--- config.mk ---
export PLATFORM = sky130hd
export DESIGN_NAME = ais_div
export DESIGN_NICKNAME = d
export VERILOG_FILES = /design/src/hdl/ais_div.sv
export SDC_FILE = /design/constraint.sdc
export NUM_CORES = 1
export LEC_CHECK = 0
export ABC_CLOCK_PERIOD_IN_PS = 2400
export BUFFER_PORTS_ARGS = -buffer_cell sky130_fd_sc_hd__clkbuf_2
export CORE_MARGIN = 4
export CORE_UTILIZATION = 42
export DETAILED_ROUTE_END_ITERATION = 6
export PLACE_DENSITY_LB_ADDON = 0.05
export SETUP_SLACK_MARGIN = 0.2
export SYNTH_ARGS = -nofsm -noshare
export SYNTH_HDL_FRONTEND = slang
export SYNTH_SLANG_ARGS = --single-unit
--- constraint.sdc ---
create_clock -name clk_i -period 2.4 [get_ports clk_i]
set_clock_uncertainty 0.1 [all_clocks]
set_input_delay 0.48 -clock clk_i [delete_from_list [all_inputs] [get_ports clk_i]]
set_output_delay 0.48 -clock clk_i [all_outputs]
set_load 0.05 [all_outputs]
--- src/hdl/ais_div.sv ---
// Restoring unsigned divider, one quotient bit per cycle.
// No dependencies.
module ais_div #(
  parameter int Width = 32
) (
  input  logic             clk_i,
  input  logic             rst_ni,
  input  logic             start_i,
  input  logic [Width-1:0] num_i,
  input  logic [Width-1:0] den_i,
  output logic             done_o,
  output logic [Width-1:0] quo_o
);

  localparam int CntW = $clog2(Width + 1);

  logic [CntW-1:0]  cnt_q, cnt_d;
  logic             done_q, done_d;
  logic [Width-1:0] rem_q, rem_d, quo_q, quo_d, den_q, den_d;
  logic [Width:0]   trial;

  // load on start, else one shift-subtract step
  always_comb begin
    cnt_d  = cnt_q;
    done_d = 1'b0;
    rem_d  = rem_q;
    quo_d  = quo_q;
    den_d  = den_q;
    trial  = {rem_q, quo_q[Width-1]};
    if (start_i) begin
      cnt_d = CntW'(Width);
      rem_d = '0;
      quo_d = num_i;
      den_d = den_i;
    end else if (cnt_q != '0) begin
      cnt_d = cnt_q - 1'b1;
      if (trial >= {1'b0, den_q}) begin
        rem_d = Width'(trial - {1'b0, den_q});
        quo_d = {quo_q[Width-2:0], 1'b1};
      end else begin
        rem_d = trial[Width-1:0];
        quo_d = {quo_q[Width-2:0], 1'b0};
      end
      done_d = (cnt_q == CntW'(1));
    end
  end

  always_ff @(posedge clk_i or negedge rst_ni) begin
    if (!rst_ni) begin
      cnt_q  <= '0;
      done_q <= 1'b0;
    end else begin
      cnt_q  <= cnt_d;
      done_q <= done_d;
    end
  end

  always_ff @(posedge clk_i) begin
    rem_q <= rem_d;
    quo_q <= quo_d;
    den_q <= den_d;
  end

  assign done_o = done_q;
  assign quo_o  = quo_q;

endmodule

== Word level (Yosys, flattened, before mapping) ==
Index checks and enable logic that the tools add are counted.

* Latch bits: 0
* Register bits after elaboration: 103
* Memory bits (read-only): 0
* Memories: 0
* RAM bits: 0

* Add/sub/neg operators: 2
* Equality and inequality tests: 1
* Order comparisons: 1
* Bitwise logic cells: 0
* Shift-type cells: 0
* Reductions and logical operators: 2
* $mul: 0
* Div/mod/pow operators: 0
* Mux-type cells: 8

{| class="wikitable"
|+ Operator list
! kind !! count
|-
| $mux W32 || 3
|-
| $ge A33 B32 Y1 || 1
|-
| $sub A32 B32 Y32 || 1
|-
| $mux W6 || 2
|-
| $eq A6 B1 Y1 const B || 1
|-
| $reduce_bool A6 Y1 || 1
|-
| $sub A6 B1 Y6 const B || 1
|-
| $mux W1 || 3
|-
| $reduce_bool A2 Y1 || 1
|}

== Longest topological paths before layout ==
* Word-level depth: 4
* Gate-level depth with buffers: 14

== Worst setup path after synthesis ==
No wires, ideal clock.

* Path type: reg2reg
* From: register quo_q[31], in the netlist quo_o[31]
* To: register rem_q[30]
* Period minus slack after synthesis: 2,984 ps
* Cell stages (with the launch flop): 13
* Setup time: 58 ps
* Buffers on the path: 0
* Data required time: 2,242 ps
* Path slack: -584 ps
* Data arrival time: 2,826 ps
* Cells stage by stage: edfxtp_1 > inv_1 > ha_1 > fa_1 > nand2b_1 > a21oi_1 > o21ai_1 > a31o_2 > a21oi_4 > a41oi_1 > mux2_2 > o22ai_1 > a21o_1

* Word-level cells in the longest chain between the ends: 2
* Elaborated cells on any way between the ends: 3

{| class="wikitable"
|+ Ends and longest elaborated chain
! item !! line !! source
|-
| start: declaration || 19 || <nowiki>logic [Width-1:0] rem_q, rem_d, quo_q, quo_d, den_q, den_d;</nowiki>
|-
| start signal: assignment || 60 || <nowiki>quo_q <= quo_d;</nowiki>
|-
| $sub A32 B32 Y32 / $ge A33 B32 Y1 (equally long branches) || 38, 37 ||
|-
| $mux W32 (*) || 37 || <nowiki>if (trial >= {1'b0, den_q}) begin</nowiki>
|-
| end signal: assignment || 59 || <nowiki>rem_q <= rem_d;</nowiki>
|-
| end: declaration || 19 ||
|}

Every way passes the cells marked *; elsewhere a longest branch is shown, timed or not.
A chain may end at the register's enable or synchronous reset.

== Worst setup path in the final report ==
* From: register den_q[0]
* To: register rem_q[30]

* Word-level cells in the longest chain between the ends: 2
* Elaborated cells on any way between the ends: 3

{| class="wikitable"
|+ Ends and longest elaborated chain
! item !! line !! source
|-
| start: declaration || 19 ||
|-
| start signal: assignment || 61 || <nowiki>den_q <= den_d;</nowiki>
|-
| $sub A32 B32 Y32 / $ge A33 B32 Y1 (equally long branches) || 38, 37 ||
|-
| $mux W32 (*) || 37 ||
|}

Marked as above.

==> results.cfg <==
[outcome]
status = complete, but fails checks
violations = negative setup slack

[setup_path]
required_ps = 2600
path_cells = ha_4, fa_2, nand2b_4, a21oi_4, o21ai_2, a31o_4, a21oi_4, a41oi_2, mux2_4, o22ai_2, a21o_1
path_delay_family = compound AO/OA/AOI/OAI gates
ff2ff_setup_slack_ps = -260
crit_type = flop to flop
cp_slowest_stage_delay_ps = 410
slowest_stage = edfxtp_1
critical_path_arrival_ps = 2860
worstSetupStartpointType = flop
path_common_cell = a21oi_4
crit_buf_inv = 0
cp-end-kind = flop
crit_fanout = 2

[yosys]
synthesis.instances = 558
netlist_area_sq_um = 5713
synth_enable_flop_cells = 64
yosys-top-cells-count = 64 x edfxtp_1, 53 x a21oi_1, 45 x inv_1, 43 x o21ai_0, 40 x nand2_1
ys_async_sr_fraction_pct = 6.796
ys_top_cells_by_area = edfxtp_1 34%, dfxtp_1 11%, ha_1 7.4%
yosysTopAreaCell = edfxtp_1
yosysTopAreaCellShare_pct = 33.64
synth_warnings = 0
yosysUniqueCellTypes = 56
ys.flop_type = edfxtp_1
synth_most_common_cell = edfxtp_1
seq_area_frac_synth_pct = 47.92
synth_area_per_cell_sq_um = 10.24
ys_seq_elements = 103
syn-num-nets = 660

[clocking]
h-tree-depth = 3
clockBufferDepth = 2
clk_latency_ps = 350
cts_tree = built
cts_buffers = 9
cts-root-buf = clkbuf_16
cts_sinks = 103
path_clk_slew_ps = 70

[sta]
min_period_ps = 2658
period_share_pct = 110.7
setup_violations = 33
finalHoldViolations = 0
max_slew_margin_pct = 66.68
max_clock_freq_ghz = 0.3763
layout_setup_ws_ps = -257.7
final_max_slew_viol_count = 0
hold_slack_ps = 198.4
rsz0062_at_grt = yes
tightest_slew_ps = 487.2

[power]
peakVddDrop_uv = 501.9
powerDensity_nw_per_um2 = 636.0
finalPower_uw = 5296
power_leakage_uw = 0.003618

[die]
rows = 42
core_sq_um = 13300
die_width_microns = 124.6
boundaryPins = 100
die_area_sq_um = 15530
start_util_pct = 42.97
die_height_microns = 124.6

[place]
place_congestion = 0.8557
place_hpwl_microns = 10710
placed_cells = 913
port_buffers = 99

[routing]
ant_nets = 0
wirelength_microns = 15030
drt_iter0_drc = 206
vias_per_cell = 5.170
vias = 4896
drc = 0
dr.pass1.iters = 4
wire_per_inst_microns = 15.87

[global_route]
grt_util_all_layers_pct = 19.47
grt_max_degree = 47
grt_pass1_wl_microns = 24980
grt_antenna_before_repair = 0
grt_pass1_vias = 5078
grt_overflow = 0

[cells_and_area]
drive_gt1_share_pct = 47.99
multi_input_comb_area_sq_um = 3337
final_util_pct = 62.63
nNetsFinal = 868
area_growth_pct = 45.75
register_area_sq_um = 2738
stdcell_count = 947
fillers = 1121
antenna_cells = 0

[job]
cap_violations = 0

[min_path]
hold_path_class = primary input to flop
[logic make-up after synthesis]
group,Yosys count,synth area share [%]
and+or+nand+nor,119,9.614
adders and majority gates,35,7.797
buffers and inverters,67,5.037
xor gates and xnor gates,31,4.753
muxes,34,6.658
AOI/OAI and AO/OA,169,18.22
DFF,103,47.92
[where the power goes]
part	internal [uW]	total (uW)	switching, uW
Clock	721	1400	678
Sequential	2140	2290	149
Combinational	583	1610	1030
Total	3440	5300	1850
[layout by cell type, fill, tap and decap left out, drive strengths merged, types with 18 or more instances in the layout]
cell,synthesis,routed
nor2,38,38
nand2,40,40
ha,34,34
o21ai,56,56
dfxtp,32,32
mux2,32,32
a21oi,54,54
buf,10,119
edfxtp,64,64
xnor2,18,18
inv,45,47
clkbuf,12,108
[routing by layer]
metal / part of all wire [%] / routed length (microns) / up-vias / GRT usage, %
met2: 49 / 7367 / 85 / 33.08
met1: 46 / 6839 / 2356 / 25.21
met5: 0 / 0 / - / 0
met4: 1.3 / 199 / 0 / 4.900
li1: - / - / 2439 / -
met3: 4.1 / 618 / 16 / 4.374
[worst reg2reg max path, cell delays in order, from the launching register on]
cell and delay, ps:
edfxtp_1 410, ha_4 200, fa_2 360, nand2b_4 170, a21oi_4 130, o21ai_2 90
a31o_4 250, a21oi_4 180, a41oi_2 130, mux2_4 330, o22ai_2 160, a21o_1 100
[sequential cells by signal, indices dropped and copies added, names as in the netlist]
register  cells
den_q        32
quo_o        32
rem_q        32
cnt_q         6
done_o        1
[final cells by class]
class | instances | share of cell area [%]
sequential | 103 | 32.88
tap | 176 | 2.645
timing repair buffer | 218 | 18.96
clock inverter | 6 | 0.6161
inverter | 45 | 2.074
multi-input combinational | 389 | 40.08
clock buffer | 10 | 2.750
[final timing paths]
path,startpoint,endpoint,cells past startpoint
worst max-delay path,den_q[0]$_DFFE_PP_,rem_q[30]$_SDFFE_PP0P_,11
worst min-delay path,den_i[24],den_q[24]$_DFFE_PP_,1
worst max register to register,den_q[0]$_DFFE_PP_,rem_q[30]$_SDFFE_PP0P_,11
worst min register to register,rem_q[15]$_SDFFE_PP0P_,rem_q[15]$_SDFFE_PP0P_,2
max in group asynchronous,rst_ni,cnt_q[5]$_DFFE_PN0P_,2
min in group asynchronous,rst_ni,cnt_q[3]$_DFFE_PN0P_,2
[metrics by stage]
stage / worst slack [ps] / TNS (ps) / area (sq um)
floorplan: -426.5 / -5708 / 5929
global route: -346.0 / -9174 / 8327
CTS: -268.8 / -6129 / 8183
detailed placement: -318.9 / -7487 / 7356
global placement: -272.2 / -5718 / 7356
finish: -257.7 / -5019 / 8327
[what timing repair did]
action	4_1_cts	5_1_grt
setup endpoints to repair	33	65
gates resized for setup	76	24
hold buffers	1	0
cloned	3	0
endpoints found under the hold margin	7	0
pin swaps	38	22
setup buffers	12	2
No activity file was read; power rests on OpenSTA's default activity.
