<file path="src/hdl/ais_ram.sv">
// Generic single-clock RAM: one write port, one read port, registered read.
// No dependencies.
module ais_ram #(
  parameter int Width = 32,
  parameter int Depth = 16
) (
  input  logic                     clk_i,
  input  logic                     we_i,
  input  logic [$clog2(Depth)-1:0] waddr_i,
  input  logic [Width-1:0]         wdata_i,
  input  logic                     re_i,
  input  logic [$clog2(Depth)-1:0] raddr_i,
  output logic [Width-1:0]         rdata_o
);

  logic [Width-1:0] mem_q [Depth];
  logic [Width-1:0] rdata_q;

  always_ff @(posedge clk_i) begin
    if (we_i) begin
      mem_q[waddr_i] <= wdata_i;
    end
    if (re_i) begin
      rdata_q <= mem_q[raddr_i];
    end
  end

  assign rdata_o = rdata_q;

endmodule

</file>
<file path="config.mk">
export PLATFORM = sky130hd
export DESIGN_NAME = ais_ram
export DESIGN_NICKNAME = d
export VERILOG_FILES = /design/src/hdl/ais_ram.sv
export SDC_FILE = /design/constraint.sdc
export NUM_CORES = 1
export LEC_CHECK = 0
export BUFFER_PORTS_ARGS = -buffer_cell sky130_fd_sc_hd__buf_2
export CORE_MARGIN = 2
export CORE_UTILIZATION = 30
export CTS_CLUSTER_DIAMETER = 30
export DETAILED_ROUTE_END_ITERATION = 10
export PLACE_DENSITY_LB_ADDON = 0.1
export SLEW_MARGIN = 40
export SYNTH_ARGS = -nofsm -noshare
export SYNTH_HDL_FRONTEND = slang
export SYNTH_SLANG_ARGS = --single-unit
</file>
<file path="constraint.sdc">
create_clock -name clk_i -period 4 [get_ports clk_i]
set_clock_uncertainty 0.05 [all_clocks]
set_input_delay 0 -clock clk_i [delete_from_list [all_inputs] [get_ports clk_i]]
set_output_delay 0 -clock clk_i [all_outputs]
set_load 0.1 [all_outputs]
</file>
=== After elaboration in Yosys (flattened, before gate mapping) ===
Memories as Yosys holds them, arrays and structs flattened. A register that Yosys moved wholly into a read port is not among the register bits.
Cells that the tools add are included.

* Flip-flop bits (word level): 0
* Bits in writable memories: 512
* Input bits: 43
* Output and inout bits: 32
* Word-level logic and storage cells: 3
* Memories kept: 1

* Muxes and demuxes: 2

{| class="wikitable"
|+ Memory list
! name !! words !! width !! read ports !! clocked after Yosys merged registers in !! wr ports !! RTL line !! source
|-
| mem_q || 16 || 32 || 1 || 1 || 1 || 16 || <nowiki>logic [Width-1:0] mem_q [Depth];</nowiki>
|}

{| class="wikitable"
|+ Operators with widths
! cell !! number
|-
| two-way mux 1 bit || 2
|}

=== Depth between registers and ports, before layout ===
Gate-level depths: netlist of run 1.

* Word-level depth: 2
* Depth in mapped cells: 5
* Gate-level depth less buffers: 3

=== Least setup slack after synthesis of run 1 ===
Ideal clock, no wire load.

* Path kind: input to register
* Start: input waddr_i[2]
* End: memory mem_q[0][0], enable pin
* Setup time: 0.461 ns
* Arrival: 2.718 ns
* Data required time: 3.489 ns
* Slack: 0.770 ns
* Stages: 2
* Cells stage by stage: or3b_2 > nor3_1

{| class="wikitable"
|+ RTL lines
! what !! RTL line !! source
|-
| from (decl) || 9 || <nowiki>input logic [$clog2(Depth)-1:0] waddr_i,</nowiki>
|-
| to (decl) || 16 ||
|}

No word-level cell before the write port.

=== Worst setup path after layout of run 1 ===
* Start: input waddr_i[2]
* End: memory mem_q[3][16], enable pin

No word-level cell before the write port.

==> results of run 1 <==
==> per-layer routing <==
metal  global-route usage (%)  vias up  part of all wire (%)
li1                         -     4182                     -
met2                     22.6      221                    46
met1                     21.0     5245                    47
met5                        0        -                     0
met4                     5.85        0                   2.2
met3                     4.31       93                   4.7
==> cells by family (layout without fill, tap and decap cells) <==
logic type      count (synthesis)  in the layout  synth area share [%]
compound gates                 64             64                  2.38
buf+inv                        43            400                  1.10
flops                         544            544                  81.0
mux                           128            128                  14.3
simple gates                   59             59                  1.25
==> timing repair <==
action                    CTS  global route
hold endpoints to repair  557             0
setup buffers               0             0
hold buffers               39             0
==> synth_stat cells <==
library cell,n
buf_1,9
buf_4,11
buf_6,2
nor2_1,13
nand3_1,1
nor3_1,4
nand2b_1,2
nor2b_1,2
clkbuf_1,17
nand2_1,33
buf_2,4
a22oi_1,64
and2_1,1
edfxtp_1,544
nand3b_1,2
or3b_2,1
mux4_2,128
==> report_power, final <==
| group | total (mW) | switching, mW | internal (mW) |
|---|---|---|---|
| logic | 0.820 | 0.555 | 0.265 |
| registers | 6.49 | 0.0361 | 6.45 |
| clock network | 10.5 | 3.19 | 7.29 |
| total | 17.8 | 3.78 | 14.0 |
==> area by class of cell <==
class,count,area (µm²),area share (%)
clock inverters,88,1000,3.73
multi-input cells,251,3750,13.9
repair buffers,160,1300,4.84
well taps,873,1090,4.06
flip-flops and latches,544,16300,60.7
clock buffers,152,3420,12.7
==> critical path: stages <==
cell and delay (ps):
dlygate4sd3_1 530, buf_2 130, or3b_2 550, dlygate4sd3_1 700, nor2_4 560, buf_4 440
==> cells in the final DEF, fill, tap and decap left out, types with 8 or more instances in the layout <==
master / count
a22oi_1: 64
buf_2: 72
buf_4: 36
bufinv_16: 19
clkbuf_1: 18
clkbuf_16: 134
clkinv_1: 24
clkinv_2: 24
clkinvlp_4: 8
dlygate4sd3_1: 39
edfxtp_1: 544
mux4_2: 128
nand2_1: 33
nor2_4: 13
==> flip-flops by register name, indices dropped and copies added, names as in the netlist <==
signal   flops
mem_q      512
rdata_o     32
==> worst max path at each step <==
stage	from	endpoint	slack [ps]
2_1_floorplan	waddr_i[2]	mem_q[0][0]	770
3_3_place_gp	raddr_i[0]	rdata_o[12]	1730
5_1_grt	waddr_i[2]	mem_q[3][16]	1270
4_1_cts	waddr_i[2]	mem_q[3][16]	1340
6_report	waddr_i[2]	mem_q[3][16]	1340
3_5_place_dp	waddr_i[2]	mem_q[3][14]	1790
==> stage by stage <==
stage	total power [mW]	util [%]	cell area, µm²	setup WS (ps)
4_1_cts	18.0	40.2	26900	1340
3_3_place_gp	7.37	32.7	21900	1730
2_1_floorplan	7.08	-	20200	770
3_5_place_dp	7.39	33.0	22100	1790
5_1_grt	18.4	40.2	26900	1270
6_report	17.8	40.2	26900	1340
==> metrics.md, run 1 <==
| Metric | Value |
|---|---|
| Worst Setup Start Kind | `primary input` |
| Max rail drop VDD | `roughly 280 µV` |
| Nets | `1132` |
| H-tree Lvls | `4` |
| ANT cells | `0` |
| Fin cells | `2068` |
| Pins Over Slew Limit | `0` |
| FF+latch count, synth | `544` |
| First-pass GRT wire length | `74700 µm` |
| Syn Std Cell Area | `20200 µm²` |
| Routed WL per cell | `24.6 µm` |
| CP endpoint kind | `flop` |
| Hold EP | `mem_q[0][16]` |
| CP Max Fanout | `17` |
| Die H | `~260 µm` |
| DRC | `0` |
| Dominant cell type by area after synthesis | `edfxtp_1` |
| Area grow syn2layout | `33.4%` |
| Routability cong. | `0.672` |
| Max Freq | `376 MHz` |
| Via count | `9741` |
| Post-Syn Nets | `881` |
| Final ANT Viol Nets | `0` |
| Grt ovf | `0` |
| Max Cap Violations | `0` |
| Post-cts resize count | `0` |
| Rel. slew slack | `between 40% and 50%` |
| Hold Slack | `59.6 ps` |
| Leak Pwr | `between 8 and 9 nW` |
| Yosys Warn Count | `0` |
| Post-Route WL | `50800 µm` |
| Worst Hold Launch | `waddr_i[1]` |
| Critical R2R Launch | `mem_q[3][3]` |
| CTS tree | `done` |
| Status | `finished, final reports clean` |
| Final hold vios | `0` |
| Starting density of the core | `around 30%` |
| Hold Path Class | `in -> reg` |
| Setup TNS | `0 ps` |
| Cts bufs inserted | `132` |
| Synthesized area per cell | `around 24 µm²` |
| Worst-case clock buffer depth | `3` |
| Pin count of the biggest net entering global routing | `55` |
| Port Buffer Count | `74` |
| Share of the synthesized area in the top cell type | `81.0%` |
| Cell depth of the worst hold path | `3` |
| Filler Cells Inserted | `~6000` |
| RSZ-0062 raised after global routing | `false` |
| Synth area leaders | `edfxtp_1 81%, mux4_2 14%, a22oi_1 2.4%` |
| Slew at the pin with the worst max-slew slack | `796 ps` |
| Clock Sinks | `~540` |
| GRT Resource Usage Total | `between 15 and 20%` |
| Initial antenna violation count | `0` |
| Crit Path Category | `in -> reg` |
| Worst R2R Setup Slack | `2340 ps` |
| Num ports | `75` |
| Netlist cell types | `17` |
| DP Cell Count | `between 1500 and 2000` |
| 1st-iter DRT viols | `662` |
| Final min period | `between 2000 and 3000 ps` |
| Site Rows | `95` |
| Arrival @ worst endpoint | `between 2000 and 3000 ps` |
| Critical Path RT | `approximately 4300 ps` |
| Die area | `between 60000 and 70000 µm²` |
| Setup Viol. Count Final | `0` |
| Clk pin slew, worst setup/hold paths | `40 ps` |
| Layout cell share with drive strength beyond 1 | `roughly two fifths` |
| DRT Pass-1 Iters | `4` |
| Fin crit share | `66.5%` |
| Seq/Total Area, Yosys | `between 80% and 90%` |
| Via density | `between 4 and 5` |
| Synthesized netlist cell count | `~840` |
| FF-to-FF End | `rdata_o[3]` |
| Worst Reg2Reg Path Length in Cells | `3` |
| Final HPWL DP | `roughly 27000 µm` |
| Number of global-route vias before repair | `10800` |
| Clock latency on the worst-skew pair | `680 ps` |
| Clock Tree Root | `clkbuf_16` |
| Die W | `around 260 µm` |
| Power per standard cell area | `between 600 and 700 nW/µm²` |
| Core ar. | `66900 µm²` |
Power figures use the tool's default switching activity.
==> inputs of run 2 (changes only) <==
--- a/config.mk
+++ b/config.mk
@@ -5,6 +5,7 @@
 export SDC_FILE = /design/constraint.sdc
 export NUM_CORES = 1
 export LEC_CHECK = 0
+export ABC_AREA = 1
 export BUFFER_PORTS_ARGS = -buffer_cell sky130_fd_sc_hd__buf_2
 export CORE_MARGIN = 2
 export CORE_UTILIZATION = 30
==> constraint.sdc (replaced) <==
create_clock -name clk_i -period 2.6 [get_ports clk_i]
set_clock_uncertainty 0.05 [all_clocks]
set_input_delay 0 -clock clk_i [delete_from_list [all_inputs] [get_ports clk_i]]
set_output_delay 0 -clock clk_i [all_outputs]
set_load 0.1 [all_outputs]
==> run 2 against run 1 <==
Critical path depth increased by 4. Global-route usage grew 1.2 points. Synthesized area up 14%. Largest cell class unchanged. Largest power group unchanged. Highest routed layer unchanged.
==> metrics.md, run 2 <==
| Metric | Value |
|---|---|
| DRC | `0 (unchanged)` |
| Setup WS pre-CTS | `786 ps (-1000 ps)` |
| FF+latch count, synth | `544 (unchanged)` |
| DRT Pass-1 Iters | `5 (+1)` |
| Fin cells | `3435 (+66%)` |
| Critical path cell sequence | `dlygate4sd3_1 -> clkbuf_8 -> inv_8 -> buf_4 -> nand2_1 -> nand3_1 -> nand3_1 -> nand3_1 -> nand2_1 -> dlygate4sd3_1` |
| Layout cell share with drive strength beyond 1 | `13.3% (-26 points)` |
| 1st-iter DRT viols | `1106 (+67%)` |
| FF-to-FF End | `rdata_o[11]` |
| Fin crit share | `83.9%` |
| Routed WL per cell | `18.4 µm (-25%)` |
| Dominant cell type by area after synthesis | `edfxtp_1` |
| Critical R2R Launch | `mem_q[1][11]` |
| Final min period | `between 2000 and 2500 ps` |
| Power per standard cell area | `932 nW/µm² (+41%)` |
| Fin area | `29300 µm² (+9.0%)` |
| Critical Path RT | `2970 ps (-1310 ps)` |
| Slew at the pin with the worst max-slew slack | `810 ps (+14.6 ps)` |
| Clk pin slew, worst setup/hold paths | `40 ps (about the same)` |
| Share of the synthesized area in the top cell type | `70.9% (-10 points)` |
| Synth cell count leaders | `677 x nand2_1, 544 x edfxtp_1, 388 x inv_1` |
| Reg with most FFs | `mem_q` |
| Grt ovf | `0 (unchanged)` |
| CP Max Fanout | `64 (+47)` |
| Worst Setup Start Kind | `primary input` |
| Worst-case clock buffer depth | `3 (unchanged)` |
| Rel. slew slack | `46.0% (-0.97 points)` |
| Placement Cell Area | `24600 µm² (+12%)` |
| Final HPWL DP | `31400 µm (+15%)` |
| Core ar. | `75900 µm² (+13%)` |
| Routability cong. | `0.718 (+6.8%)` |
| GRT Resource Usage Total | `16.3% (+1.2 points)` |
| Clock Sinks | `544 (unchanged)` |
| Final hold vios | `0 (unchanged)` |
| Synth area leaders | `edfxtp_1 71%, nand2_1 11%, nand3_1 8.4%` |
| Area grow syn2layout | `27.2%` |
| WP depth | `10 (+4)` |
| Hold Path Class | `in -> reg` |
| Initial antenna violation count | `1 (+1)` |
| Crit path buf inv count | `5 (+1)` |
| Setup Viol. Count Final | `0 (unchanged)` |
| Max Cap Violations | `0 (unchanged)` |
| Most frequent cells in the layout | `677 x nand2_1, 544 x edfxtp_1, 386 x inv_1` |
| Pins Over Slew Limit | `0 (unchanged)` |
| Number of global-route vias before repair | `15000 (+39%)` |
| Via count | `15100 (+55%)` |
| Final ANT Viol Nets | `0 (unchanged)` |
| Pin count of the biggest net entering global routing | `124 (+130%)` |
| Yosys Warn Count | `0 (unchanged)` |
| Seq/Total Area, Yosys | `70.9% (-10 points)` |
| RSZ-0062 raised after global routing | `false` |
| CP endpoint kind | `flop` |
| Crit-path most repeated cell | `nand3_1` |
| Crit Path Category | `in -> reg` |
| Largest stage delay, worst path | `550 ps (-150 ps)` |
| Status | `finished, final reports clean` |
| Worst Reg2Reg Path Length in Cells | `7 (+4)` |
| Top-count cell post-synth | `nand2_1` |
| Worst path slowest cell | `dlygate4sd3_1` |
| Hold Buf Count CTS | `38 (-2.6%)` |
| CTS tree | `done` |
| Largest register FFs | `512 (unchanged)` |
| Post-Route WL | `63100 µm (+24%)` |
| First-pass GRT wire length | `94700 µm (+27%)` |
| H-tree Lvls | `4 (unchanged)` |
| Via density | `4.38 (-6.9%)` |
| Cell family with most CP delay | `buffers and inverters` |
| Port Buffer Count | `74 (unchanged)` |
| Post-Syn Nets | `2163 (+150%)` |
| Primary FF master, synth | `edfxtp_1` |
| Max rail drop VDD | `614 µV (+120%)` |
| Nets | `2353 (+110%)` |
| Cell depth of the worst hold path | `4 (+1)` |
| Number of flops mapped to enable cells by yosys | `544 (unchanged)` |
| Arrival @ worst endpoint | `2550 ps (-380 ps)` |
| Die area | `79100 µm² (+14%)` |
| Most common cell after layout, fill and taps aside | `nand2_1` |
| Syn Std Cell Area | `23100 µm² (+14%)` |
| Synthesized netlist cell count | `2120 (+150%)` |
| Setup ws final | `418 ps (-923 ps)` |
| Site Rows | `101 (+6.3%)` |
| Synthesized area per cell | `10.9 µm² (-55%)` |
| Num ports | `75 (unchanged)` |
| Die H | `281 µm (+6.8%)` |
| Post-cts resize count | `0 (unchanged)` |
| Die W | `281 µm (+6.8%)` |
| Clock Tree Root | `clkbuf_16` |
| Max Freq | `approximately 460 MHz` |
| Async S/R FF share, synth | `0% (unchanged)` |
| Netlist cell types | `14 (-3)` |
| Setup TNS | `0 ps (unchanged)` |
| DP Cell Count | `3164 (+77%)` |
| Post-CTS setup buffer count | `0 (unchanged)` |
| Worst R2R Setup Slack | `910 ps (-1430 ps)` |
| CP endpoint | `rdata_o[11]` |
| Critical path origin | `raddr_i[0]` |
| Cts bufs inserted | `136 (+3.0%)` |
| Starting density of the core | `30.4% (+0.20 points)` |
| Leak Pwr | `12.4 nW (+38%)` |
| Clock latency on the worst-skew pair | `670 ps (about the same)` |
## run 2: cell types whose count changed after synthesis, moves of 3 or more
cell and delta:
mux4_2 -128, buf_6 +27, buf_2 +37, buf_1 +5
nor2_1 +4, buf_4 -5, nand3_1 +384, inv_1 +388
nand2_1 +644, clkbuf_1 -3, a22oi_1 -64, nor3_1 -4
## run 2: cells by family after synthesis
logic type | after synthesis | synth area share (%)
simple gates | 1081 | 19.7
flops | 544 | 70.9
buf+inv | 495 | 9.41
## run 2: cell type report
cell class	instances	area (µm²)
clock inverters	57	591
well taps	1030	1290
repair buffers	157	1230
clock buffers	175	3740
multi-input cells	1081	4670
diodes	1	2.50
inverters	390	1480
fillers	7317	46600
flip-flops and latches	544	16300
## run 2: layer usage
metal / wire [µm] / up-vias / GRT usage (%)
met5: 0 / - / 0
met4: 1370 / 0 / 6.17
met3: 2660 / 98 / 3.51
met2: 28900 / 321 / 25.5
met1: 30100 / 7337 / 22.2
li1: - / 7300 / -
## run 2: worst min-delay path: cells and delay by family
family,cells,cell delay (ps)
simple gates,2,450
buf+inv,2,160
## run 2: through the flow
| stage | util, % | power (mW) | hold slack [ps] |
|---|---|---|---|
| global route | 38.6 | 28.3 | 71.0 |
| floorplan | - | 11.1 | 48.9 |
| detailed placement | 32.4 | 11.6 | 346 |
| finish | 38.6 | 27.3 | 94.8 |
| CTS | 38.6 | 27.7 | 32.8 |
| global placement | 32.4 | 11.6 | 344 |
## run 2: worst min path at each step
stage / startpoint / endpoint
after CTS: waddr_i[1] / mem_q[8][21]
final: waddr_i[1] / mem_q[8][24]
after global placement: wdata_i[19] / mem_q[2][19]
after floorplan: wdata_i[0] / mem_q[0][0]
after detailed placement: wdata_i[19] / mem_q[3][19]
after global routing: waddr_i[0] / mem_q[8][21]
## run 2: power breakdown
part           total [mW]  switching [mW]  leakage [nW]  internal (mW)
Clock                15.8            4.67          2.13           11.2
Sequential           9.98          0.0579          4.94           9.92
Combinational        1.50            1.14          5.30          0.353
Total                27.3            5.87          12.4           21.5
==> inputs of run 3 (changes only) <==
==> constraint.sdc (replaced) <==
create_clock -name clk_i -period 2 [get_ports clk_i]
set_clock_uncertainty 0.05 [all_clocks]
set_input_delay 0 -clock clk_i [delete_from_list [all_inputs] [get_ports clk_i]]
set_output_delay 0 -clock clk_i [all_outputs]
set_load 0.1 [all_outputs]
==> run 3 against run 2 <==
Final cell count increased by 1.1%. Die area unchanged. First-iteration DRC count decreased by 4.9%. Hold slack got worse by 25 ps. Clock power increased by 43%. Worst setup slack got worse by 66 ps. Non-clock buffer count increased by 9. Global-route usage increased by 0.79 points. Sequential cell count unchanged.
==> metrics.md, run 3 (synthesis gave the netlist of run 2 again) <==
| Metric | Value |
|---|---|
| Met3 global-route usage | `3.77% (+0.27 points)` |
| Met1 Track Usage GR | `22.4% (+0.21 points)` |
| First-pass GRT wire length | `98600 µm (+4.1%)` |
| Clock Tree Root | `clkbuf_16` |
| Largest stage delay, worst path | `470 ps (-80 ps)` |
| Final hold vios | `0 (unchanged)` |
| Area grow syn2layout | `30.1%` |
| M2 GR Usage | `27.7% (+2.1 points)` |
| Clock latency on the worst-skew pair | `710 ps (+40 ps)` |
| Post-CTS setup buffer count | `0 (unchanged)` |
| Number of global-route vias before repair | `15300 (+2.0%)` |
| Starting density of the core | `30.4% (unchanged)` |
| Nets | `2372 (+0.81%)` |
| Reg with most FFs | `mem_q` |
| Routed WL per cell | `19.0 µm (+3.6%)` |
| Arrival @ worst endpoint | `1600 ps (-950 ps)` |
| Worst-case clock buffer depth | `3 (unchanged)` |
| RSZ-0062 raised after global routing | `false` |
| Setup TNS | `0 ps (unchanged)` |
| Num ports | `75 (unchanged)` |
| DRC | `0 (unchanged)` |
| CTS tree | `done` |
| Grt ovf | `0 (unchanged)` |
| Final min period | `about 1600 ps` |
| Global routing's busiest layer | `met2` |
| CP Max Fanout | `1 (-98%)` |
| Site Rows | `101 (unchanged)` |
| Pins Over Slew Limit | `0 (unchanged)` |
| Max Freq | `around 610 MHz` |
| Post-Route WL | `66000 µm (+4.7%)` |
| Hold Buf Count CTS | `36 (-5.3%)` |
| CP endpoint kind | `output pin` |
| Final HPWL DP | `35000 µm (+12%)` |
| Worst Setup Start Kind | `flop` |
| Hold Path Class | `in -> reg` |
| Pin count of the biggest net entering global routing | `81 (-35%)` |
| Core ar. | `75900 µm² (unchanged)` |
| Worst path slowest cell | `buf_2` |
| Via density | `4.39 (+0.18%)` |
| Clk pin slew, worst setup/hold paths | `40 ps (about the same)` |
| Via count | `15300 (+1.3%)` |
| Initial antenna violation count | `5 (+4)` |
| Cts bufs inserted | `146 (+7.4%)` |
| Layout cell share with drive strength beyond 1 | `14.8% (+1.5 points)` |
| Die W | `281 µm (unchanged)` |
| Final ANT Viol Nets | `0 (unchanged)` |
| Port Buffer Count | `74 (unchanged)` |
| Fin util | `39.5% (+0.86 points)` |
| GRT Resource Usage Total | `17.1% (+0.79 points)` |
| H-tree Lvls | `4 (unchanged)` |
| Power per standard cell area | `1250 nW/µm² (+34%)` |
| Cell family with most CP delay | `buffers and inverters` |
| Largest register FFs | `512 (unchanged)` |
| Status | `finished, final reports clean` |
| Die H | `281 µm (unchanged)` |
| Crit path buf inv count | `1 (-4)` |
| Setup Viol. Count Final | `0 (unchanged)` |
| Post-cts resize count | `0 (unchanged)` |
| Leak Pwr | `12.7 nW (+2.4%)` |
| Most common cell after layout, fill and taps aside | `nand2_1` |
| Crit Path Category | `reg -> out` |
| Slew at the pin with the worst max-slew slack | `642 ps (-169 ps)` |
| Clock Sinks | `544 (unchanged)` |
| Most frequent cells in the layout | `677 x nand2_1, 544 x edfxtp_1, 386 x inv_1` |
| Max Cap Violations | `0 (unchanged)` |
| 1st-iter DRT viols | `1052 (-4.9%)` |
| Rel. slew slack | `57.2% (+11 points)` |
| Critical Path RT | `1950 ps (-1020 ps)` |
| Critical path cell sequence | `buf_2` |
| Routability cong. | `0.727 (+1.3%)` |
| Die area | `79100 µm² (unchanged)` |
| DRT Pass-1 Iters | `6 (+1)` |
| Fin crit share | `between 80% and 90%` |
| Max rail drop VDD | `769 µV (+25%)` |
-- run 3: metrics by stage --
| step | power (mW) | setup WS, ps | std cells | hold slack (ps) | cell area [µm²] |
|---|---|---|---|---|---|
| floorplan | 14.4 | -42.7 | 2120 | 48.9 | 23100 |
| global placement | 15.2 | 428 | 3175 | 348 | 24800 |
| detailed placement | 15.2 | 412 | 3175 | 356 | 24800 |
| CTS | 38.0 | 275 | 3471 | 25.4 | 30000 |
| global route | 38.8 | 282 | 3471 | 54.4 | 30000 |
| finish | 37.6 | 352 | 3474 | 69.9 | 30000 |
-- run 3: path summary, 6_finish.rpt --
check | from | to | depth (start not counted) | slack (ps)
setup / recovery | rdata_o[11] | rdata_o[11] | 1 | 350
hold / removal | raddr_i[1] | rdata_o[3] | 6 | 70
setup reg to reg | mem_q[7][23] | rdata_o[23] | 6 | 790
hold reg to reg | mem_q[15][28] | rdata_o[28] | 6 | 690
-- run 3: metal layers --
metal | share of wire [%] | routed length (µm)
met1 | 45 | 30000
met5 | 0.014 | 9
met3 | 5.1 | 3350
met2 | 47 | 31300
met4 | 2.1 | 1390
-- run 3: tightest hold or removal path, stage by stage --
cell     delay [ps]
buf_4           150
buf_12          200
nand2_1         100
nand3_1          50
nand3_1          90
nand2_1          50
-- run 3: power by group --
part	switching, mW	internal (mW)
Sequential	0.0761	12.9
Combinational	1.52	0.487
Clock	6.80	15.8
Total	8.39	29.2
-- run 3: layout make-up --
class                   instances  area (µm²)
inverters                     390        1470
diodes                          3        7.51
clock inverters                95        1040
clock buffers                 165        3770
multi-input cells            1081        4670
repair buffers                166        1400
well taps                    1030        1290
fillers                      7311       46000
flip-flops and latches        544       16300
